**config.mk**
```make
export PLATFORM = sky130hd
export DESIGN_NAME = crc32_frame_receiver_flat
export DESIGN_NICKNAME = d
export VERILOG_FILES = /design/src/hw/rtl/cfr_pkg.sv /design/src/hw/rtl/cfr_byte_if.sv /design/src/hw/rtl/cfr_result_if.sv /design/src/hw/rtl/crc32_frame_receiver.sv /design/src/hw/rtl/cfr_cfg_regs.sv /design/src/hw/rtl/cfr_crc_byte.sv /design/src/hw/rtl/cfr_parser.sv /design/src/hw/rtl/cfr_out_stage.sv /design/src/flat_wrapper.sv
export SDC_FILE = /design/constraint.sdc
export NUM_CORES = 1
export LEC_CHECK = 0
export BUFFER_PORTS_ARGS = -buffer_cell sky130_fd_sc_hd__buf_2
export CAP_MARGIN = 40
export CORE_MARGIN = 3
export CORE_UTILIZATION = 53
export DETAILED_ROUTE_END_ITERATION = 16
export GPL_TIMING_DRIVEN = 0
export PLACE_DENSITY_LB_ADDON = 0.3
export RECOVER_POWER = 100
export SLEW_MARGIN = 20
export SYNTH_ARGS = -nofsm -noshare
export SYNTH_HDL_FRONTEND = slang
export SYNTH_SLANG_ARGS = --single-unit
```
**constraint.sdc**
```tcl
create_clock -name i_clk -period 3.26 [get_ports i_clk]
set_clock_uncertainty 0.2 [all_clocks]
set_input_delay 0.163 -clock i_clk [delete_from_list [all_inputs] [get_ports i_clk]]
set_output_delay 0.163 -clock i_clk [all_outputs]
set_load 0.05 [all_outputs]
```
**src/hw/rtl/cfr_pkg.sv**
```systemverilog
`timescale 1ns / 1ps
// ----------------------------------------------------------------------------
// cfr_pkg: shared types and constants of the crc32 frame receiver
// Register indexes, result codes, configuration bundle and result bundle.
// ----------------------------------------------------------------------------
package cfr_pkg;

    // largest payload the receiver ever takes, whatever max_payload says
    localparam int MAX_PAYLOAD_BYTES = 512;
    localparam int LEFT_W            = 10;

    localparam int CFG_IDX_W  = 3;
    localparam int CFG_DATA_W = 32;

    // register indexes
    localparam logic [CFG_IDX_W-1:0] REG_HEAD_FIRST    = 3'd0;
    localparam logic [CFG_IDX_W-1:0] REG_HEAD_SECOND   = 3'd1;
    localparam logic [CFG_IDX_W-1:0] REG_TAIL_FIRST    = 3'd2;
    localparam logic [CFG_IDX_W-1:0] REG_TAIL_SECOND   = 3'd3;
    localparam logic [CFG_IDX_W-1:0] REG_MAX_PAYLOAD   = 3'd4;
    localparam logic [CFG_IDX_W-1:0] REG_CRC_INIT      = 3'd5;
    localparam logic [CFG_IDX_W-1:0] REG_CRC_FINAL_XOR = 3'd6;
    localparam logic [CFG_IDX_W-1:0] REG_CRC_REFLECTED = 3'd7;

    // result kinds
    localparam logic [1:0] KIND_PAYLOAD = 2'd0;
    localparam logic [1:0] KIND_ACCEPT  = 2'd1;
    localparam logic [1:0] KIND_REJECT  = 2'd2;

    // reject reasons
    localparam logic [1:0] ERR_NONE   = 2'd0;
    localparam logic [1:0] ERR_LENGTH = 2'd1;
    localparam logic [1:0] ERR_CRC    = 2'd2;
    localparam logic [1:0] ERR_TAIL   = 2'd3;

    localparam logic [15:0] HI_BYTE_MASK = 16'hff00;

    typedef struct packed {
        logic [7:0]        head_first;
        logic [7:0]        head_second;
        logic [7:0]        tail_first;
        logic [7:0]        tail_second;
        logic [LEFT_W-1:0] max_payload;
        logic [31:0]       crc_init;
        logic [31:0]       crc_final_xor;
        logic              crc_reflected;
    } t_cfg;

    typedef struct packed {
        logic [1:0]  kind;
        logic [7:0]  payload_byte;
        logic [15:0] function_code;
        logic [15:0] received_length;
        logic [1:0]  error_code;
    } t_result;

endpackage

```
**src/hw/rtl/cfr_byte_if.sv**
```systemverilog
`timescale 1ns / 1ps
// ----------------------------------------------------------------------------
// cfr_byte_if: received byte channel
// Valid/ready channel that carries one link byte per item.
// ----------------------------------------------------------------------------
interface cfr_byte_if;
    logic       valid;
    logic       ready;
    logic [7:0] rx_byte;

    modport source (output valid, output rx_byte, input ready);
    modport sink   (input valid, input rx_byte, output ready);
endinterface

```
**src/hw/rtl/cfr_result_if.sv**
```systemverilog
`timescale 1ns / 1ps
// ----------------------------------------------------------------------------
// cfr_result_if: result channel
// Valid/ready channel that carries one payload byte or frame verdict per item.
// ----------------------------------------------------------------------------
interface cfr_result_if;
    logic        valid;
    logic        ready;
    logic [1:0]  kind;
    logic [7:0]  payload_byte;
    logic [15:0] function_code;
    logic [15:0] received_length;
    logic [1:0]  error_code;

    modport source (output valid, output kind, output payload_byte, output function_code,
                    output received_length, output error_code, input ready);
    modport sink   (input valid, input kind, input payload_byte, input function_code,
                    input received_length, input error_code, output ready);
endinterface

```
**src/hw/rtl/crc32_frame_receiver.sv**
```systemverilog
`timescale 1ns / 1ps
// ----------------------------------------------------------------------------
// crc32_frame_receiver: byte-serial framed packet receiver with crc-32 check
//
// Bytes enter on i_in (valid/ready) and are taken into an input register.
// The parser takes it once the result slot is free, advances the frame state,
// folds the byte into the crc, and may load one result item into the output
// register, which drives o_out (valid/ready). Payload bytes stream out as
// kind 0; every frame that gets past its head ends in one accept or reject.
// Throughput is one byte per cycle while o_out does not stall, set by the
// combinational parse and byte-wide crc path between the input and output
// registers. When o_out stalls with a result waiting, the parser holds and
// the input register fills; i_in.ready then drops until the consumer takes
// the result. Bytes that give no result never wait on the consumer beyond that.
// Reset (i_rst_n low, synchronous) empties both registers, puts the parser
// back to hunting the first head byte and loads configuration defaults.
// Configuration is written through i_cfg_we / i_cfg_idx / i_cfg_data; the user
// writes it only with the block idle, which the block itself does not enforce.
// ----------------------------------------------------------------------------
module crc32_frame_receiver (
    input  logic                           i_clk,
    input  logic                           i_rst_n,
    input  logic                           i_cfg_we,
    input  logic [cfr_pkg::CFG_IDX_W-1:0]  i_cfg_idx,
    input  logic [cfr_pkg::CFG_DATA_W-1:0] i_cfg_data,
    cfr_byte_if.sink                       i_in,
    cfr_result_if.source                   o_out
);
    import cfr_pkg::*;

    t_cfg    w_cfg;
    t_result w_res;
    logic    w_res_valid;
    logic    w_free;
    logic    w_fire;
    logic    r_in_valid;
    logic [7:0] r_in_byte;

    cfr_cfg_regs u_cfg (
        .i_clk      (i_clk),
        .i_rst_n    (i_rst_n),
        .i_cfg_we   (i_cfg_we),
        .i_cfg_idx  (i_cfg_idx),
        .i_cfg_data (i_cfg_data),
        .o_cfg      (w_cfg)
    );

    // input register: the parser drains it whenever the result slot is free
    assign w_fire     = r_in_valid && w_free;
    assign i_in.ready = !r_in_valid || w_free;

    always_ff @(posedge i_clk) begin
        if (!i_rst_n) begin
            r_in_valid <= 1'b0;
        end else if (i_in.ready) begin
            r_in_valid <= i_in.valid;
        end
    end

    always_ff @(posedge i_clk) begin
        if (i_in.ready && i_in.valid) begin
            r_in_byte <= i_in.rx_byte;
        end
    end

    cfr_parser u_parser (
        .i_clk       (i_clk),
        .i_rst_n     (i_rst_n),
        .i_cfg       (w_cfg),
        .i_fire      (w_fire),
        .i_byte      (r_in_byte),
        .o_res_valid (w_res_valid),
        .o_res       (w_res)
    );

    cfr_out_stage u_out (
        .i_clk       (i_clk),
        .i_rst_n     (i_rst_n),
        .i_load      (w_fire),
        .i_res_valid (w_res_valid),
        .i_res       (w_res),
        .o_free      (w_free),
        .o_out       (o_out)
    );

endmodule

```
**src/hw/rtl/cfr_cfg_regs.sv**
```systemverilog
`timescale 1ns / 1ps
// ----------------------------------------------------------------------------
// cfr_cfg_regs: configuration register file
// Write-only registers for head/tail bytes, payload limit and crc options.
// ----------------------------------------------------------------------------
module cfr_cfg_regs (
    input  logic                          i_clk,
    input  logic                          i_rst_n,
    input  logic                          i_cfg_we,
    input  logic [cfr_pkg::CFG_IDX_W-1:0] i_cfg_idx,
    input  logic [cfr_pkg::CFG_DATA_W-1:0] i_cfg_data,
    output cfr_pkg::t_cfg                 o_cfg
);
    import cfr_pkg::*;

    t_cfg r_cfg;

    // register writes, decoded by index
    always_ff @(posedge i_clk) begin
        if (!i_rst_n) begin
            r_cfg.head_first    <= 8'haa;
            r_cfg.head_second   <= 8'h55;
            r_cfg.tail_first    <= 8'h55;
            r_cfg.tail_second   <= 8'haa;
            r_cfg.max_payload   <= LEFT_W'(MAX_PAYLOAD_BYTES);
            r_cfg.crc_init      <= 32'hffff_ffff;
            r_cfg.crc_final_xor <= 32'hffff_ffff;
            r_cfg.crc_reflected <= 1'b1;
        end else if (i_cfg_we) begin
            unique case (i_cfg_idx)
                REG_HEAD_FIRST:    r_cfg.head_first    <= i_cfg_data[7:0];
                REG_HEAD_SECOND:   r_cfg.head_second   <= i_cfg_data[7:0];
                REG_TAIL_FIRST:    r_cfg.tail_first    <= i_cfg_data[7:0];
                REG_TAIL_SECOND:   r_cfg.tail_second   <= i_cfg_data[7:0];
                REG_MAX_PAYLOAD:   r_cfg.max_payload   <= i_cfg_data[LEFT_W-1:0];
                REG_CRC_INIT:      r_cfg.crc_init      <= i_cfg_data[31:0];
                REG_CRC_FINAL_XOR: r_cfg.crc_final_xor <= i_cfg_data[31:0];
                REG_CRC_REFLECTED: r_cfg.crc_reflected <= i_cfg_data[0];
                default: ;
            endcase
        end
    end

    assign o_cfg = r_cfg;

endmodule

```
**src/hw/rtl/cfr_crc_byte.sv**
```systemverilog
`timescale 1ns / 1ps
// ----------------------------------------------------------------------------
// cfr_crc_byte: byte-wide crc-32 update
// One byte into the crc register, polynomial 0x04C11DB7, either bit order.
// ----------------------------------------------------------------------------
module cfr_crc_byte (
    input  logic [31:0] i_crc,
    input  logic [7:0]  i_byte,
    input  logic        i_reflected,
    output logic [31:0] o_crc
);
    localparam logic [31:0] POLY_NORMAL    = 32'h04c1_1db7;
    localparam logic [31:0] POLY_REFLECTED = 32'hedb8_8320;

    logic [31:0] v_refl;
    logic [31:0] v_norm;

    // eight shift steps unrolled into an xor network, one per bit order
    always_comb begin
        v_refl = i_crc ^ {24'd0, i_byte};
        v_norm = i_crc ^ {i_byte, 24'd0};
        for (int k = 0; k < 8; k++) begin
            v_refl = v_refl[0] ? ((v_refl >> 1) ^ POLY_REFLECTED) : (v_refl >> 1);
            v_norm = v_norm[31] ? ((v_norm << 1) ^ POLY_NORMAL) : (v_norm << 1);
        end
    end

    assign o_crc = i_reflected ? v_refl : v_norm;

endmodule

```
**src/hw/rtl/cfr_parser.sv**
```systemverilog
`timescale 1ns / 1ps
// ----------------------------------------------------------------------------
// cfr_parser: frame parse state machine
// Walks head, code, length, payload, crc and tail; keeps the running crc
// and builds at most one result for each byte it takes.
// ----------------------------------------------------------------------------
module cfr_parser (
    input  logic              i_clk,
    input  logic              i_rst_n,
    input  cfr_pkg::t_cfg     i_cfg,
    input  logic              i_fire,
    input  logic [7:0]        i_byte,
    output logic              o_res_valid,
    output cfr_pkg::t_result  o_res
);
    import cfr_pkg::*;

    localparam logic [3:0] PH_HEAD1   = 4'd0;
    localparam logic [3:0] PH_HEAD2   = 4'd1;
    localparam logic [3:0] PH_CODE_HI = 4'd2;
    localparam logic [3:0] PH_CODE_LO = 4'd3;
    localparam logic [3:0] PH_LEN_HI  = 4'd4;
    localparam logic [3:0] PH_LEN_LO  = 4'd5;
    localparam logic [3:0] PH_DATA    = 4'd6;
    localparam logic [3:0] PH_CRC0    = 4'd7;
    localparam logic [3:0] PH_CRC1    = 4'd8;
    localparam logic [3:0] PH_CRC2    = 4'd9;
    localparam logic [3:0] PH_CRC3    = 4'd10;
    localparam logic [3:0] PH_TAIL1   = 4'd11;
    localparam logic [3:0] PH_TAIL2   = 4'd12;

    logic [3:0]        r_phase,  n_phase;
    logic [15:0]       r_code,   n_code;
    logic [15:0]       r_len,    n_len;
    logic [LEFT_W-1:0] r_left,   n_left;
    logic [31:0]       r_crc,    n_crc;
    logic [31:0]       r_crc_rx, n_crc_rx;

    logic [31:0]       v_crc_in;
    logic [31:0]       v_crc_upd;
    logic [31:0]       v_crc_rx_sh;
    logic [LEFT_W-1:0] v_limit;
    logic [LEFT_W-1:0] v_left_dec;
    logic [1:0]        v_kind;
    logic [1:0]        v_err;
    logic [7:0]        v_pay;

    // crc source: a new frame starts from the init register
    assign v_crc_in = (r_phase == PH_HEAD1) ? i_cfg.crc_init : r_crc;

    cfr_crc_byte u_crc (
        .i_crc       (v_crc_in),
        .i_byte      (i_byte),
        .i_reflected (i_cfg.crc_reflected),
        .o_crc       (v_crc_upd)
    );

    assign v_limit     = (i_cfg.max_payload < LEFT_W'(MAX_PAYLOAD_BYTES))
                       ? i_cfg.max_payload : LEFT_W'(MAX_PAYLOAD_BYTES);
    assign v_left_dec  = r_left - LEFT_W'(1);
    assign v_crc_rx_sh = {r_crc_rx[23:0], i_byte};

    // next state and result for the byte on hand
    always_comb begin
        n_phase     = r_phase;
        n_code      = r_code;
        n_len       = r_len;
        n_left      = r_left;
        n_crc       = r_crc;
        n_crc_rx    = r_crc_rx;
        o_res_valid = 1'b0;
        v_kind      = KIND_PAYLOAD;
        v_err       = ERR_NONE;
        v_pay       = 8'd0;
        unique case (r_phase) inside
            PH_HEAD1: begin
                if (i_byte == i_cfg.head_first) begin
                    n_code   = 16'd0;
                    n_len    = 16'd0;
                    n_crc_rx = 32'd0;
                    n_left   = '0;
                    n_crc    = v_crc_upd;
                    n_phase  = PH_HEAD2;
                end
            end
            PH_HEAD2: begin
                if (i_byte == i_cfg.head_second) begin
                    n_crc   = v_crc_upd;
                    n_phase = PH_CODE_HI;
                end else begin
                    n_phase = PH_HEAD1;
                end
            end
            PH_CODE_HI: begin
                n_code  = {i_byte, 8'd0};
                n_crc   = v_crc_upd;
                n_phase = PH_CODE_LO;
            end
            PH_CODE_LO: begin
                n_code  = (r_code & HI_BYTE_MASK) | {8'd0, i_byte};
                n_crc   = v_crc_upd;
                n_phase = PH_LEN_HI;
            end
            PH_LEN_HI: begin
                n_len   = {i_byte, 8'd0};
                n_crc   = v_crc_upd;
                n_phase = PH_LEN_LO;
            end
            PH_LEN_LO: begin
                n_len = (r_len & HI_BYTE_MASK) | {8'd0, i_byte};
                n_crc = v_crc_upd;
                if (n_len == 16'd0 || n_len > {{(16-LEFT_W){1'b0}}, v_limit}) begin
                    n_phase     = PH_HEAD1;
                    o_res_valid = 1'b1;
                    v_kind      = KIND_REJECT;
                    v_err       = ERR_LENGTH;
                end else begin
                    n_left  = n_len[LEFT_W-1:0];
                    n_phase = PH_DATA;
                end
            end
            PH_DATA: begin
                n_crc       = v_crc_upd;
                n_left      = v_left_dec;
                o_res_valid = 1'b1;
                v_kind      = KIND_PAYLOAD;
                v_pay       = i_byte;
                if (v_left_dec == '0) begin
                    n_phase = PH_CRC0;
                end
            end
            [PH_CRC0:PH_CRC2]: begin
                n_crc_rx = v_crc_rx_sh;
                n_phase  = r_phase + 4'd1;
            end
            PH_CRC3: begin
                n_crc_rx = v_crc_rx_sh;
                if ((r_crc ^ i_cfg.crc_final_xor) != v_crc_rx_sh) begin
                    n_phase     = PH_HEAD1;
                    o_res_valid = 1'b1;
                    v_kind      = KIND_REJECT;
                    v_err       = ERR_CRC;
                end else begin
                    n_phase = PH_TAIL1;
                end
            end
            PH_TAIL1: begin
                if (i_byte != i_cfg.tail_first) begin
                    n_phase     = PH_HEAD1;
                    o_res_valid = 1'b1;
                    v_kind      = KIND_REJECT;
                    v_err       = ERR_TAIL;
                end else begin
                    n_phase = PH_TAIL2;
                end
            end
            PH_TAIL2: begin
                n_phase     = PH_HEAD1;
                o_res_valid = 1'b1;
                if (i_byte != i_cfg.tail_second) begin
                    v_kind = KIND_REJECT;
                    v_err  = ERR_TAIL;
                end else begin
                    v_kind = KIND_ACCEPT;
                end
            end
            default: begin
                n_phase = PH_HEAD1;
            end
        endcase
    end

    assign o_res.kind            = v_kind;
    assign o_res.payload_byte    = v_pay;
    assign o_res.function_code   = n_code;
    assign o_res.received_length = n_len;
    assign o_res.error_code      = v_err;

    // parse state, advanced once per byte taken
    always_ff @(posedge i_clk) begin
        if (!i_rst_n) begin
            r_phase  <= PH_HEAD1;
            r_code   <= 16'd0;
            r_len    <= 16'd0;
            r_left   <= '0;
            r_crc    <= 32'hffff_ffff;
            r_crc_rx <= 32'd0;
        end else if (i_fire) begin
            r_phase  <= n_phase;
            r_code   <= n_code;
            r_len    <= n_len;
            r_left   <= n_left;
            r_crc    <= n_crc;
            r_crc_rx <= n_crc_rx;
        end
    end

endmodule

```
**src/hw/rtl/cfr_out_stage.sv**
```systemverilog
`timescale 1ns / 1ps
// ----------------------------------------------------------------------------
// cfr_out_stage: result register
// Holds one result item for the consumer; frees itself as it is taken.
// ----------------------------------------------------------------------------
module cfr_out_stage (
    input  logic              i_clk,
    input  logic              i_rst_n,
    input  logic              i_load,
    input  logic              i_res_valid,
    input  cfr_pkg::t_result  i_res,
    output logic              o_free,
    cfr_result_if.source      o_out
);
    import cfr_pkg::*;

    logic    r_valid;
    t_result r_res;

    // slot can be refilled when empty or emptying this cycle
    assign o_free = !r_valid || o_out.ready;

    always_ff @(posedge i_clk) begin
        if (!i_rst_n) begin
            r_valid <= 1'b0;
        end else if (o_free) begin
            r_valid <= i_load && i_res_valid;
        end
    end

    // payload register, no reset needed
    always_ff @(posedge i_clk) begin
        if (o_free && i_load) begin
            r_res <= i_res;
        end
    end

    assign o_out.valid           = r_valid;
    assign o_out.kind            = r_res.kind;
    assign o_out.payload_byte    = r_res.payload_byte;
    assign o_out.function_code   = r_res.function_code;
    assign o_out.received_length = r_res.received_length;
    assign o_out.error_code      = r_res.error_code;

endmodule

```
**src/flat_wrapper.sv**
```systemverilog
// flat-port wrapper written by rule: the top's interface ports become plain ports
module crc32_frame_receiver_flat import cfr_pkg::*;
  (i_clk, i_rst_n, i_cfg_we, i_cfg_idx, i_cfg_data, i_in_valid, i_in_rx_byte, i_in_ready, o_out_valid, o_out_kind, o_out_payload_byte, o_out_function_code, o_out_received_length, o_out_error_code, o_out_ready);
  cfr_byte_if i_in_i ();
  cfr_result_if o_out_i ();
  input  logic i_clk;
  input  logic i_rst_n;
  input  logic i_cfg_we;
  input  logic [cfr_pkg::CFG_IDX_W-1:0] i_cfg_idx;
  input  logic [cfr_pkg::CFG_DATA_W-1:0] i_cfg_data;
  input wire logic [$bits(i_in_i.valid)-1:0] i_in_valid;
  input wire logic [$bits(i_in_i.rx_byte)-1:0] i_in_rx_byte;
  output wire logic [$bits(i_in_i.ready)-1:0] i_in_ready;
  output wire logic [$bits(o_out_i.valid)-1:0] o_out_valid;
  output wire logic [$bits(o_out_i.kind)-1:0] o_out_kind;
  output wire logic [$bits(o_out_i.payload_byte)-1:0] o_out_payload_byte;
  output wire logic [$bits(o_out_i.function_code)-1:0] o_out_function_code;
  output wire logic [$bits(o_out_i.received_length)-1:0] o_out_received_length;
  output wire logic [$bits(o_out_i.error_code)-1:0] o_out_error_code;
  input wire logic [$bits(o_out_i.ready)-1:0] o_out_ready;
  assign i_in_i.valid = i_in_valid;
  assign i_in_i.rx_byte = i_in_rx_byte;
  assign i_in_ready = i_in_i.ready;
  assign o_out_valid = o_out_i.valid;
  assign o_out_kind = o_out_i.kind;
  assign o_out_payload_byte = o_out_i.payload_byte;
  assign o_out_function_code = o_out_i.function_code;
  assign o_out_received_length = o_out_i.received_length;
  assign o_out_error_code = o_out_i.error_code;
  assign o_out_i.ready = o_out_ready;
  crc32_frame_receiver u_core (.i_clk(i_clk), .i_rst_n(i_rst_n), .i_cfg_we(i_cfg_we), .i_cfg_idx(i_cfg_idx), .i_cfg_data(i_cfg_data), .i_in(i_in_i), .o_out(o_out_i));
endmodule
```
# After elaboration in Yosys (flattened, before gate mapping)
# Index checks and enable logic that the tools add are counted.
dict set report word_totals {
  register_bits 263
  inputBits 48
}
dict set report classes {
  add_sub_neg 2
  magnitude_cmp 4
  n_eq_ne 25
  muxes 51
  bitwise 21
  reduce_logical 32
}
# cell n
set op_table {}
lappend op_table {{two-way mux 32 bit} 12}
lappend op_table {{two-way mux 27 bit} 8}
lappend op_table {{NOT 13 -> 14 bit} 8}
lappend op_table {{NOT 14 bit} 8}
lappend op_table {{case mux 16 bit (3 select lines)} 2}
lappend op_table {{case mux 32 bit (3 select lines)} 1}
lappend op_table {{XOR 32 bit} 2}
lappend op_table {{case mux 24 bit (2 select lines)} 1}
lappend op_table {{case mux 4 bit (10 select lines)} 1}
lappend op_table {{two-way mux 16 bit} 2}
lappend op_table {{!= test 32 bit} 1}
lappend op_table {{OR 16 x 8 -> 16 bit} 2}
lappend op_table {{XOR 32 x 8 -> 32 bit} 1}
lappend op_table {{two-way mux 10 bit} 3}
lappend op_table {{case mux 10 bit (3 select lines)} 1}
lappend op_table {{two-way mux 24 bit} 1}
lappend op_table {{== test 8 bit} 2}
lappend op_table {{greater-than comparator 16 x 10 -> 1 bit} 1}
lappend op_table {{zero test 16 bit} 1}
lappend op_table {{two-way mux 4 bit} 4}
lappend op_table {{!= test 8 bit} 2}
lappend op_table {{case mux 2 bit (4 select lines)} 2}
lappend op_table {{AND reduction 2 bit} 8}
lappend op_table {{two-way mux 2 bit} 7}
lappend op_table {{other kinds (29)} 54}

# Depth between registers and ports, before layout
# Gate-level depths: netlist of the first run.
dict set report depth {
  ltp_word 22
  ltp_mapped 14
}

# Modules after synthesis
# From an unflattened synthesis of the first run, not the netlist that was laid out.
dict set report hier_totals {
  hier_cells 1370
  area_unflattened_um2 14462.6
}
# module n_inst cells_each area_each_um2 seq_area_each_um2
set by_module_without_submodules {}
lappend by_module_without_submodules {cfr_parser 1 705 6542.5 2042.0}
lappend by_module_without_submodules {cfr_cfg_regs 1 404 4326.6 2142.1}
lappend by_module_without_submodules {cfr_crc_byte 1 198 1909.3 0.0}
lappend by_module_without_submodules {cfr_out_stage 1 49 1378.8 1341.3}
lappend by_module_without_submodules {crc32_frame_receiver 1 14 305.3 260.2}

# Least setup slack after synthesis of the first run
# OpenSTA, ideal clock, no wires.
dict set report synth_timing {
  path_type {register to register}
  start {register u_core.u_out.r_valid, in the netlist u_core.u_out.o_out.valid}
  end {register u_core.u_parser.r_code[0]}
  arrival_time_ps 3319
  slack_ps -387
  path_stages_with_launch 7
  synth_period_minus_slack_ps 3647
  path_cell_list {dfxtp_1 -> nor2b_1 -> nor2b_1 -> buf_1 -> buf_1 -> mux2i_1 -> nor2_1}
}
dict set report synth_via {
  elab_chain_cells 3
}
# item line_no
set synth_rtl {}
lappend synth_rtl {{start, declared} cfr_out_stage.sv:17} ;# logic r_valid;
lappend synth_rtl {{start signal, assigned} cfr_out_stage.sv:27} ;# r_valid <= i_load && i_res_valid;
lappend synth_rtl {{zero test 1 bit} cfr_out_stage.sv:21} ;# assign o_free = !r_valid || o_out.ready;
lappend synth_rtl {{logical OR 1 bit} cfr_out_stage.sv:21}
lappend synth_rtl {{logical AND 1 bit} crc32_frame_receiver.sv:49} ;# assign w_fire = r_in_valid && w_free;
lappend synth_rtl {{via u_core.u_out.i_load} cfr_out_stage.sv:9} ;# input logic i_load,
lappend synth_rtl {{end signal, assigned} cfr_parser.sv:190} ;# r_code <= n_code;
lappend synth_rtl {{end, declared} cfr_parser.sv:33} ;# logic [15:0] r_code, n_code;
# The timed path passes the listed nets, and every way through them passes these cells.
# A chain may end at the register's enable or synchronous reset.

# Final worst setup path of the first run
dict set report layout_timing {
  start {register u_core.u_parser.r_phase[1]}
  end {register u_core.u_parser.r_crc[12]}
}
dict set report layout_via {
  elab_chain_cells 20
}
# item line_no
set layout_rtl {}
lappend layout_rtl {{start, declared} cfr_parser.sv:32} ;# logic [3:0] r_phase, n_phase;
lappend layout_rtl {{start signal, assigned} cfr_parser.sv:189} ;# r_phase <= n_phase;
lappend layout_rtl {{zero test 4 bit} cfr_parser.sv:49} ;# assign v_crc_in = (r_phase == PH_HEAD1) ? i_cfg.crc_init : r_crc;
lappend layout_rtl {{two-way mux 32 bit} cfr_parser.sv:49}
lappend layout_rtl {{XOR 32 bit} cfr_crc_byte.sv:21} ;# v_norm = i_crc ^ {i_byte, 24'd0};
lappend layout_rtl {{NOT 14 bit (no line)} -}
lappend layout_rtl {{two-way mux 27 bit (2 in a row)} cfr_crc_byte.sv:24} ;# v_norm = v_norm[31] ? ((v_norm << 1) ^ POLY_NORMAL) : (v_norm << 1);
lappend layout_rtl {{NOT 14 bit (no line)} -}
lappend layout_rtl {{two-way mux 27 bit} cfr_crc_byte.sv:24}
lappend layout_rtl {{NOT 14 bit (no line)} -}
lappend layout_rtl {{(+3 left out)} -}
lappend layout_rtl {{two-way mux 27 bit} cfr_crc_byte.sv:24}
lappend layout_rtl {{NOT 14 bit (no line)} -}
lappend layout_rtl {{two-way mux 27 bit} cfr_crc_byte.sv:24}
lappend layout_rtl {{NOT 14 bit (no line)} -}
lappend layout_rtl {{two-way mux 27 bit} cfr_crc_byte.sv:24}
lappend layout_rtl {{two-way mux 32 bit} cfr_crc_byte.sv:28} ;# assign o_crc = i_reflected ? v_refl : v_norm;
lappend layout_rtl {{two-way mux 32 bit, on equally long branches} {cfr_parser.sv:87, cfr_parser.sv:77}}
lappend layout_rtl {{case mux 32 bit (3 select lines)} cfr_parser.sv:75} ;# unique case (r_phase) inside
lappend layout_rtl {{end signal, assigned} cfr_parser.sv:193} ;# r_crc <= n_crc;
lappend layout_rtl {{end, declared} cfr_parser.sv:36} ;# logic [31:0] r_crc, n_crc;
# Parallel ways exist; a longest one is shown, timed or not. The select of a mux whose other input is x is not followed.

==> results of run 1 <==
==> worst max-delay path, cell delays in order (launching register included) <==
cell,delay (ns)
dfxtp_4,0.36
inv_4,0.07
ha_4,0.14
nor3b_4,0.26
buf_4,0.18
buf_8,0.17
mux2i_4,0.31
xnor2_4,0.17
xor3_1,0.47
xnor3_1,0.29
xor2_1,0.25
nand2_1,0.10
o311a_1,0.14
==> final cells by class <==
cell class	instances	share of cell area
Clock inverter	20	0.0124
Timing Repair Buffer	207	0.0877
Sequential cell	263	0.338
Clock buffer	32	0.0424
Inverter	13	0.00336
Buffer	93	0.0254
Multi-Input combinational cell	1094	0.466
Tap cell	330	0.0241
==> layer usage <==
| layer | wire length (um) | part of all wire |
|---|---|---|
| met5 | 0 | 0 |
| met1 | 17700 | 0.39 |
| met4 | 1940 | 0.043 |
| met2 | 20400 | 0.46 |
| met3 | 4780 | 0.11 |
==> synth_stat cells (all sizes together), types with 5 or more instances <==
master,count,share of area
a222oi,5,0.0036
o21ai,23,0.0084
nor3,17,0.0062
edfxtp,52,0.11
a22o,29,0.019
buf,10,0.0047
dfxtp,211,0.31
nand3,102,0.037
nor2b,10,0.0046
xnor2,139,0.11
xor2,53,0.036
o211ai,17,0.0093
a22oi,45,0.025
a221oi,5,0.0032
ha,17,0.015
a21oi,49,0.018
nor4,12,0.0055
and3,10,0.0046
nand2,295,0.081
nor2,102,0.028
mux2i,55,0.042
nand2b,7,0.0032
inv,11,0.0030
and2,9,0.0041
clkbuf,85,0.023
nand4,16,0.0073
a211oi,6,0.0033
xnor3,30,0.049
==> repair_timing <==
item,CTS,global route
resized for setup,94,26
hold buffers,48,0
endpoints found under the hold margin,127,0
buffers inserted,45,12
pin swaps,23,11
gates cloned,1,1
setup endpoints to repair,115,51
==> metrics by stage <==
stage | hold slack (ns) | setup WS, ns | util | total power [W]
2_1_floorplan | 0.0619 | 0.0213 | - | 0.00453
3_3_place_gp | 0.140 | -1.71 | 0.576 | 0.00488
3_5_place_dp | 0.142 | -1.09 | 0.582 | 0.00491
4_1_cts | 0.112 | 0.0000369 | 0.672 | 0.00836
5_1_grt | 0.126 | 0.0000273 | 0.676 | 0.00866
6_report | 0.124 | 0.0321 | 0.676 | 0.00842
==> final timing paths <==
kind / endpoint / depth (start not counted)
worst min-delay path: u_core.r_in_byte[7] / 2
worst max-delay path: u_core.u_parser.r_crc[12] / 12
worst min register to register: u_core.u_cfg.o_cfg[69] / 2
worst max register to register: u_core.u_parser.r_crc[12] / 12
==> registers in the layout, indices dropped and copies added, names as in the netlist, 2 cells and up <==
signal,count
u_core.u_out.o_out.payload_byte,8
u_core.u_parser.r_phase,4
u_core.u_parser.r_left,10
u_core.u_parser.r_len,16
u_core.u_out.o_out.received_length,16
u_core.u_cfg.o_cfg,107
u_core.u_out.o_out.kind,2
u_core.u_out.o_out.function_code,16
u_core.u_out.o_out.error_code,2
u_core.u_parser.r_crc,32
u_core.u_parser.r_code,16
u_core.u_parser.r_crc_rx,24
u_core.r_in_byte,8
==> power groups by stage <==
stage                     Combinational (W)  Sequential [W]  Clock [W]
final                               0.00176         0.00343    0.00323
after global routing                0.00184         0.00343    0.00339
after CTS                           0.00167         0.00342    0.00326
after detailed placement            0.00141         0.00349          0
after global placement              0.00139         0.00349          0
after floorplan                     0.00100         0.00353          0
==> cell families after synthesis <==
| group | share of synthesized area |
|---|---|
| adders and majority gates | 0.0155 |
| AOI/OAI and AO/OA | 0.105 |
| muxes | 0.0429 |
| buffers and inverters | 0.0315 |
| DFF | 0.422 |
| xor gates and xnor gates | 0.195 |
| and+or+nand+nor | 0.188 |
==> flow_metrics.env, run 1 <==
export IMPL_syn_nets=1530
export IMPL_fp_dieW_um=167
export IMPL_cellPowerDensity_nw_per_um2=492
export IMPL_nNetsFinal=1765
export IMPL_power_leakage_nw=7.00
export IMPL_fin_area_um2=17100
export IMPL_drc_errors=0
export IMPL_die_h_um=167
export IMPL_row_count=58
export IMPL_post_route_min_period_ns=3.23
export IMPL_synth_seq_area_share=0.422
export IMPL_grt_pass1_vias=11700
export IMPL_rrSetupSlack_ns=0.03
export IMPL_synthFlopType="dfxtp_1"
export IMPL_multi_input_area_um2=7980
export IMPL_grt_pass1_wl_mm=67.9
export IMPL_finalMaxSlewViolations=0
export IMPL_synth_distinct_cells=69
export IMPL_path_class="flip-flop to flip-flop"
export IMPL_grt_overflow_total=0
export IMPL_async_flop_share=0
export IMPL_num_antenna_cells=0
export IMPL_drtAntennaViolNets=0
export IMPL_start_kind="flip-flop"
export IMPL_reg2reg_from="u_core.u_parser.r_phase[1]"
export IMPL_place_area_um2=14700
export IMPL_maxCapViolations=0
export IMPL_pwr_share_clk=0.384
export IMPL_drive_above_1_share=0.147
export IMPL_synth_warnings=0
export IMPL_rsz0062_at_grt="false"
export IMPL_final_hold_viol_count=0
export IMPL_ioPinCount=94
export IMPL_insertion_delay_ns=0.55
export IMPL_core_area_um2=25300
export IMPL_synth_edf_count=52
export IMPL_switching_share=0.284
export IMPL_syn_avg_cell_area_um2=9.37
export IMPL_io_buffers=90
export IMPL_synthCells=1465
export IMPL_cts_root_buf="clkbuf_16"
export IMPL_drt_first_pass_iters=8
export IMPL_clock_sinks=263
export IMPL_tightest_slew_ns=0.883
export IMPL_crit_required_ns=3.49
export IMPL_grt_use_met1=0.410
export IMPL_num_vias=12200
export IMPL_p_seq_frac=0.407
export IMPL_drt_iter0_drc=1396
export IMPL_fmax_ghz=0.310
export IMPL_fin_cells=2052
export IMPL_start_util=0.542
export IMPL_outcome="complete, no violations"
export IMPL_min_delay_start="i_in_rx_byte[7]"
export IMPL_drt_total_wl_mm=44.9
export IMPL_ys_seq_elements=263
export IMPL_cts_buffers=28
export IMPL_cts_htree_levels=1
export IMPL_final_common_cell="nand2_1"
export IMPL_areaGrowthSynthToFinish_pct=24.7
export IMPL_vdd_drop_max_uv=379
export IMPL_grt_max_degree=31
export IMPL_viasPerCell=5.94
export IMPL_fin_crit_sh=0.990
export IMPL_p_int_w=0.00603
export IMPL_tns_ns=0
export IMPL_fill_cells=1938
export IMPL_place_gp_congestion=1.00
export IMPL_dp_cells=1896
export IMPL_power_frac_comb=0.209
export IMPL_grt_busiest_layer="met2"
export IMPL_critPathLaunch="u_core.u_parser.r_phase[1]"
export IMPL_place_hpwl_mm=30.6
export IMPL_cts_tree="yes"
export IMPL_dieArea_um2=27900
export IMPL_hp_class="primary input to flip-flop"
export IMPL_track_usage=0.309
export IMPL_end_kind="flip-flop"
export IMPL_cts_max_path_buffers=3
export IMPL_use_met2=0.500
export IMPL_setup_violations=0
export IMPL_worst_path_max_fanout=5
export IMPL_post_drt_wl_per_cell_um=21.9
export IMPL_max_slew_margin=0.411
export IMPL_most_common_layout_cells="293 x nand2_1, 210 x dfxtp_1, 120 x clkbuf_1, 112 x xnor2_1, 102 x nand3_1"
export IMPL_syn_area_um2=13700
export IMPL_clk_pin_slew_ns=0.06
export IMPL_use_met3=0.0631
export IMPL_seq_area_um2=5790
export IMPL_crit_arrival_ns=3.46
export IMPL_antenna_found_initial=0
export IMPL_switchingPower_w=0.00239
No activity file was read; power rests on OpenSTA's default activity.
==> run 2, diff against run 1 <==
==> constraint.sdc (replaced) <==
create_clock -name i_clk -period 3.26 [get_ports i_clk]
set_clock_uncertainty 0.2 [all_clocks]
set_input_delay 0.489 -clock i_clk [delete_from_list [all_inputs] [get_ports i_clk]]
set_output_delay 0.489 -clock i_clk [all_outputs]
set_load 0.05 [all_outputs]
==> run 2 against run 1 <==
Combinational power hardly changed. Sequential share of layout area increased by 0.33 points. Hold slack worse by 0.084 ns. Via count decreased by 0.48%. Critical path type unchanged. Largest cell class unchanged.
==> flow_metrics.env, run 2 (synthesis gave the netlist of run 1 again) <==
export IMPL_outcome="complete, no violations"
export IMPL_final_hold_viol_count=0
export IMPL_path_cells="inv_4 > ha_4 > nor3b_4 > buf_4 > buf_8 > mux2i_4 > xnor2_4 > xor3_1 > xnor3_1 > xor2_1 > nand2_1 > o311a_1"
export IMPL_drc_errors=0
export IMPL_setup_violations=0
export IMPL_insertion_delay_ns=0.55
export IMPL_pwr_share_clk=0.384
export IMPL_worst_path_max_fanout=5
export IMPL_vdd_drop_max_uv=379
export IMPL_cts_htree_levels=1
export IMPL_fp_dieW_um=167
export IMPL_areaGrowthSynthToFinish_pct=23.5
export IMPL_fin_cells=2034
export IMPL_fin_area_um2=17000
export IMPL_cts_buffers=28
export IMPL_switching_share=0.284
export IMPL_cts_tree="yes"
export IMPL_min_delay_start="i_cfg_data[10]"
export IMPL_max_slew_margin=0.387
export IMPL_crit_arrival_ns=3.46
export IMPL_p_seq_frac=0.408
export IMPL_grt_pass1_wl_mm=67.5
export IMPL_num_vias=12100
export IMPL_die_h_um=167
export IMPL_core_area_um2=25300
export IMPL_r2r_end="u_core.u_parser.r_crc[12]"
export IMPL_maxCapViolations=0
export IMPL_nNetsFinal=1747
export IMPL_clk_pin_slew_ns=0.07
export IMPL_power_w=0.00841
export IMPL_post_route_min_period_ns=3.22
export IMPL_reg2reg_depth=12
export IMPL_antenna_found_initial=0
export IMPL_dieArea_um2=27900
export IMPL_most_common_layout_cells="293 x nand2_1, 210 x dfxtp_1, 121 x clkbuf_1, 112 x xnor2_1, 102 x nand3_1"
export IMPL_power_frac_comb=0.208
export IMPL_path_class="flip-flop to flip-flop"
export IMPL_tightest_slew_ns=0.920
export IMPL_cts_max_path_buffers=3
export IMPL_whs_path_depth=3
export IMPL_place_gp_congestion=1.00
export IMPL_tns_ns=0
export IMPL_grt_overflow_total=0
export IMPL_start_util=0.542
export IMPL_track_usage=0.307
export IMPL_ioPinCount=94
export IMPL_final_common_cell="nand2_1"
export IMPL_dp_cells=1896
export IMPL_place_ws_ns=-1.09
export IMPL_drtAntennaViolNets=0
export IMPL_holdPathEnd="u_core.u_cfg.o_cfg[43]"
export IMPL_cellPowerDensity_nw_per_um2=496
export IMPL_slowest_delay_ns=0.47
export IMPL_end_kind="flip-flop"
export IMPL_crit_required_ns=3.50
export IMPL_finalMaxSlewViolations=0
export IMPL_reg2reg_from="u_core.u_parser.r_phase[1]"
export IMPL_hp_class="primary input to flip-flop"
export IMPL_power_leakage_nw=6.93
export IMPL_fin_crit_sh=0.988
export IMPL_cp_num_buf_inv=3
export IMPL_clock_sinks=263
export IMPL_rrSetupSlack_ns=0.04
export IMPL_place_hpwl_mm=30.6
export IMPL_start_kind="flip-flop"
export IMPL_drt_iter0_drc=1319
export IMPL_grt_pass1_vias=11600
export IMPL_row_count=58
export IMPL_p_int_w=0.00602
export IMPL_cts_root_buf="clkbuf_16"
export IMPL_post_drt_wl_per_cell_um=22.0
export IMPL_fin_ws_ns=0.0382
export IMPL_drt_total_wl_mm=44.7
export IMPL_rsz0062_at_grt="false"
export IMPL_fmax_ghz=0.310
export IMPL_cp_top_family="XOR/XNOR gates"
export IMPL_viasPerCell=5.97
export IMPL_place_area_um2=14700
export IMPL_switchingPower_w=0.00239
export IMPL_io_buffers=90
export IMPL_largest_reg_flops=107
export IMPL_drive_above_1_share=0.151
export IMPL_grt_max_degree=31
export IMPL_drt_first_pass_iters=8
export IMPL_worst_path_max_delay_cell="xor3_1"
export IMPL_num_antenna_cells=0
==> run 2: changes by cell type in the layout (fill, tap and decap cells not counted) <==
cell	previous run	this run
a22oi_2	0	2
buf_8	1	2
xnor3_1	29	27
buf_4	53	55
xnor3_2	1	3
clkbuf_1	120	121
a22oi_1	45	43
buf_6	9	8
buf_2	45	44
clkbuf_2	11	10
dlygate4sd3_1	48	29
==> run 2: power groups by stage <==
stage	Clock (W)	Sequential [W]	Combinational, W
finish	0.00323	0.00343	0.00175
global route	0.00339	0.00343	0.00183
CTS	0.00326	0.00342	0.00165
detailed placement	0	0.00349	0.00141
global placement	0	0.00349	0.00139
floorplan	0	0.00353	0.00100
==> run 2: cell type report <==
type | instances | area, um2
fillers | 1951 | 8380
multi-input cells | 1094 | 8000
flip-flops and latches | 263 | 5790
repair buffers | 189 | 1320
clock buffers | 32 | 726
plain buffers | 93 | 438
well taps | 330 | 413
clock inverters | 20 | 211
inverters | 13 | 57.6
==> run 2: repair_timing <==
action	CTS	global route
buffers inserted	45	13
hold buffers	29	0
endpoints found under the setup margin	115	51
pin swaps	23	11
gates resized for setup	94	29
gates cloned	1	1
endpoints found under the hold margin	36	0
==> run 2: routing by layer <==
layer	vias to the layer above	track usage	routed length, um
li1	5506	-	-
met1	5791	0.410	17600
met2	694	0.493	20300
met3	149	0.0638	4790
met4	0	0.121	1960
met5	-	0	0
==> run 2: metrics by stage <==
step	hold WS [ns]	utilization
after floorplan	0.232	-
after global placement	0.243	0.576
after detailed placement	0.246	0.582
after CTS	0.00524	0.664
after global routing	0.0375	0.669
final	0.0407	0.669
==> run 2: worst max path at each step <==
stage,startpoint,to,cells after the start
after global placement,u_core.r_in_byte[7],u_core.u_parser.r_crc[31],8
after detailed placement,u_core.r_in_byte[0],u_core.u_parser.r_left[6],14
final,u_core.u_parser.r_phase[1],u_core.u_parser.r_crc[12],12
after CTS,u_core.r_in_byte[2],u_core.u_parser.r_crc[29],9
after global routing,u_core.r_in_byte[6],u_core.u_out.o_out.kind[1],11
after floorplan,u_core.u_parser.r_phase[0],u_core.u_parser.r_crc[25],13
==> run 2: worst register-to-register path, cell delays in order, from the launching register on <==
cell and delay [ns]:
dfxtp_4 0.36, inv_4 0.07, ha_4 0.14, nor3b_4 0.27, buf_4 0.18, buf_8 0.17, mux2i_4 0.31, xnor2_4 0.17
xor3_1 0.47, xnor3_1 0.29, xor2_1 0.25, nand2_1 0.10, o311a_1 0.14
==> run 3, diff against run 2 <==
--- a/config.mk
+++ b/config.mk
@@ -7,8 +7,10 @@
 export LEC_CHECK = 0
 export BUFFER_PORTS_ARGS = -buffer_cell sky130_fd_sc_hd__buf_2
 export CAP_MARGIN = 40
+export CELL_PAD_IN_SITES_DETAIL_PLACEMENT = 0
+export CELL_PAD_IN_SITES_GLOBAL_PLACEMENT = 1
 export CORE_MARGIN = 3
-export CORE_UTILIZATION = 53
+export CORE_UTILIZATION = 43
 export DETAILED_ROUTE_END_ITERATION = 16
 export GPL_TIMING_DRIVEN = 0
 export PLACE_DENSITY_LB_ADDON = 0.3
==> run 3 against run 2 <==
Final cell count increased by 3.3%. Highest routed layer unchanged. Largest cell class unchanged. Clock-buffer cell count increased by 8. Critical endpoint is now u_core.u_parser.r_crc[8]. Worst setup slack gained 0.015 ns. Register-to-register slack better by 0.02 ns. Die area up 22%. Maximum frequency rose by 0.48%.
==> flow_metrics.env, run 3 (synthesis gave the netlist of run 1 again) <==
export IMPL_insertion_delay_ns=0.55
export IMPL_rrSetupSlack_ns=0.05
export IMPL_place_ws_ns=-1.10
export IMPL_antenna_found_initial=0
export IMPL_power_leakage_nw=7.03
export IMPL_path_class="flip-flop to flip-flop"
export IMPL_drt_first_pass_iters=7
export IMPL_max_slew_margin=0.367
export IMPL_fmax_ghz=0.312
export IMPL_io_buffers=90
export IMPL_reg2reg_from="u_core.u_parser.r_phase[1]"
export IMPL_tightest_slew_ns=0.949
export IMPL_r2r_end="u_core.u_parser.r_crc[8]"
export IMPL_fp_dieW_um=185
export IMPL_holdPathEnd="u_core.u_cfg.o_cfg[46]"
export IMPL_fin_ws_ns=0.0536
export IMPL_dp_cells=1965
export IMPL_final_hold_viol_count=0
export IMPL_crit_required_ns=3.45
export IMPL_dieArea_um2=34100
export IMPL_core_area_um2=31000
export IMPL_finalMaxSlewViolations=0
export IMPL_cts_root_buf="clkbuf_16"
export IMPL_num_antenna_cells=0
export IMPL_ioPinCount=94
export IMPL_grt_max_degree=32
export IMPL_crit_arrival_ns=3.40
export IMPL_fin_crit_sh=0.984
export IMPL_reg2reg_depth=16
export IMPL_grt_overflow_total=0
export IMPL_grt_pass1_vias=11000
export IMPL_wl_met1_mm=19.4
export IMPL_nNetsFinal=1748
export IMPL_drt_total_wl_mm=45.0
export IMPL_viasPerCell=5.61
export IMPL_met3_wirelength_mm=3.76
export IMPL_maxCapViolations=0
export IMPL_place_gp_congestion=0.984
export IMPL_largest_reg_flops=107
export IMPL_num_vias=11800
export IMPL_setup_violations=0
export IMPL_start_util=0.443
export IMPL_die_h_um=185
export IMPL_track_usage=0.255
export IMPL_cts_tree="yes"
export IMPL_drc_errors=0
export IMPL_row_count=64
export IMPL_grt_pass1_wl_mm=66.4
export IMPL_fin_cells=2101
export IMPL_end_kind="flip-flop"
export IMPL_cts_max_path_buffers=3
export IMPL_areaGrowthSynthToFinish_pct=25.3
export IMPL_min_delay_start="i_cfg_data[13]"
export IMPL_cts_htree_levels=1
export IMPL_place_area_um2=14800
export IMPL_clock_sinks=263
export IMPL_wl_met2_mm=20.2
export IMPL_clk_pin_slew_ns=0.06
export IMPL_outcome="complete, no violations"
export IMPL_most_common_layout_cells="293 x nand2_1, 209 x dfxtp_1, 123 x clkbuf_1, 112 x xnor2_1, 102 x nand3_1"
export IMPL_cts_buffers=28
export IMPL_post_route_min_period_ns=3.21
export IMPL_start_kind="flip-flop"
export IMPL_final_common_cell="nand2_1"
export IMPL_worst_path_max_fanout=6
export IMPL_post_drt_wl_per_cell_um=21.4
export IMPL_fin_hold_ws_ns=0.0119
export IMPL_drtAntennaViolNets=0
export IMPL_cellPowerDensity_nw_per_um2=498
export IMPL_drive_above_1_share=0.154
export IMPL_whs_path_depth=3
export IMPL_hp_class="primary input to flip-flop"
export IMPL_vdd_drop_max_uv=374
export IMPL_top_layer="met4"
export IMPL_drt_iter0_drc=1047
export IMPL_place_hpwl_mm=31.7
export IMPL_fin_area_um2=17200
-- run 3: changes by cell type in the layout (fill, tap and decap cells not counted), sizes merged --
cell,previous run,this run
dlygate4sd3,29,25
clkbuf,166,171
bufbuf,0,1
buf,119,126
clkinvlp,4,3
clkinv,15,8
-- run 3: critical path, cell delays in order (launching register included) --
cell,delay [ns]
dfxtp_4,0.37
inv_4,0.07
ha_4,0.13
nor3b_2,0.17
buf_6,0.16
buf_12,0.15
buf_16,0.15
mux2i_4,0.36
xnor2_4,0.20
buf_12,0.15
xor2_4,0.24
xor2_2,0.13
buf_4,0.17
buf_4,0.13
xnor2_1,0.11
nand2_1,0.08
nand4_1,0.08
-- run 3: worst max path at each step --
| stage | depth (start not counted) | slack, ns | start | end |
|---|---|---|---|---|
| final | 16 | 0.05 | u_core.u_parser.r_phase[1] | u_core.u_parser.r_crc[8] |
| after global placement | 8 | -1.68 | u_core.r_in_byte[7] | u_core.u_parser.r_crc[31] |
| after CTS | 14 | 0.005 | u_core.u_parser.r_phase[1] | u_core.u_parser.r_crc[24] |
| after floorplan | 13 | 0.02 | u_core.u_parser.r_phase[0] | u_core.u_parser.r_crc[25] |
| after detailed placement | 10 | -1.10 | u_core.r_in_byte[2] | u_core.u_parser.r_crc[24] |
| after global routing | 11 | -0.07 | u_core.r_in_byte[4] | u_core.u_parser.r_crc[29] |
-- run 3: layer usage --
metal  track usage  vias to the layer above
met5             0                        -
met4        0.0906                        0
met3        0.0422                      117
met2         0.408                      523
met1         0.350                     5618
li1              -                     5519
-- run 3: cell type report --
type,instances,area (um2)
Timing Repair Buffer,191,1430
Fill cell,2782,13800
Inverter,13,61.3
Tap cell,396,495
Buffer,92,442
Clock inverter,12,143
Multi-Input combinational cell,1094,8010
Clock buffer,40,827
Sequential cell,263,5790
-- run 3: metrics by stage --
| step | setup TNS, ns | total power (W) | util |
|---|---|---|---|
| 2_1_floorplan | 0 | 0.00453 | - |
| 3_3_place_gp | -96.80 | 0.00490 | 0.474 |
| 3_5_place_dp | -51.80 | 0.00493 | 0.479 |
| 4_1_cts | 0 | 0.00847 | 0.546 |
| 5_1_grt | -0.113 | 0.00881 | 0.555 |
| 6_report | 0 | 0.00856 | 0.555 |
-- run 3: power by group --
| part | internal [W] | switching (W) |
|---|---|---|
| Sequential | 0.00338 | 0.0000491 |
| Clock | 0.00200 | 0.00136 |
| Combinational | 0.000802 | 0.000968 |
| Total | 0.00618 | 0.00238 |
-- run 3: repair_timing --
| item | CTS | global route |
|---|---|---|
| hold buffers | 25 | 0 |
| endpoints found under the setup margin | 116 | 47 |
| hold endpoints to repair | 31 | 0 |
| buffers inserted | 36 | 24 |
| resized for setup | 90 | 36 |
| pin swaps | 25 | 16 |
| gates cloned | 2 | 0 |
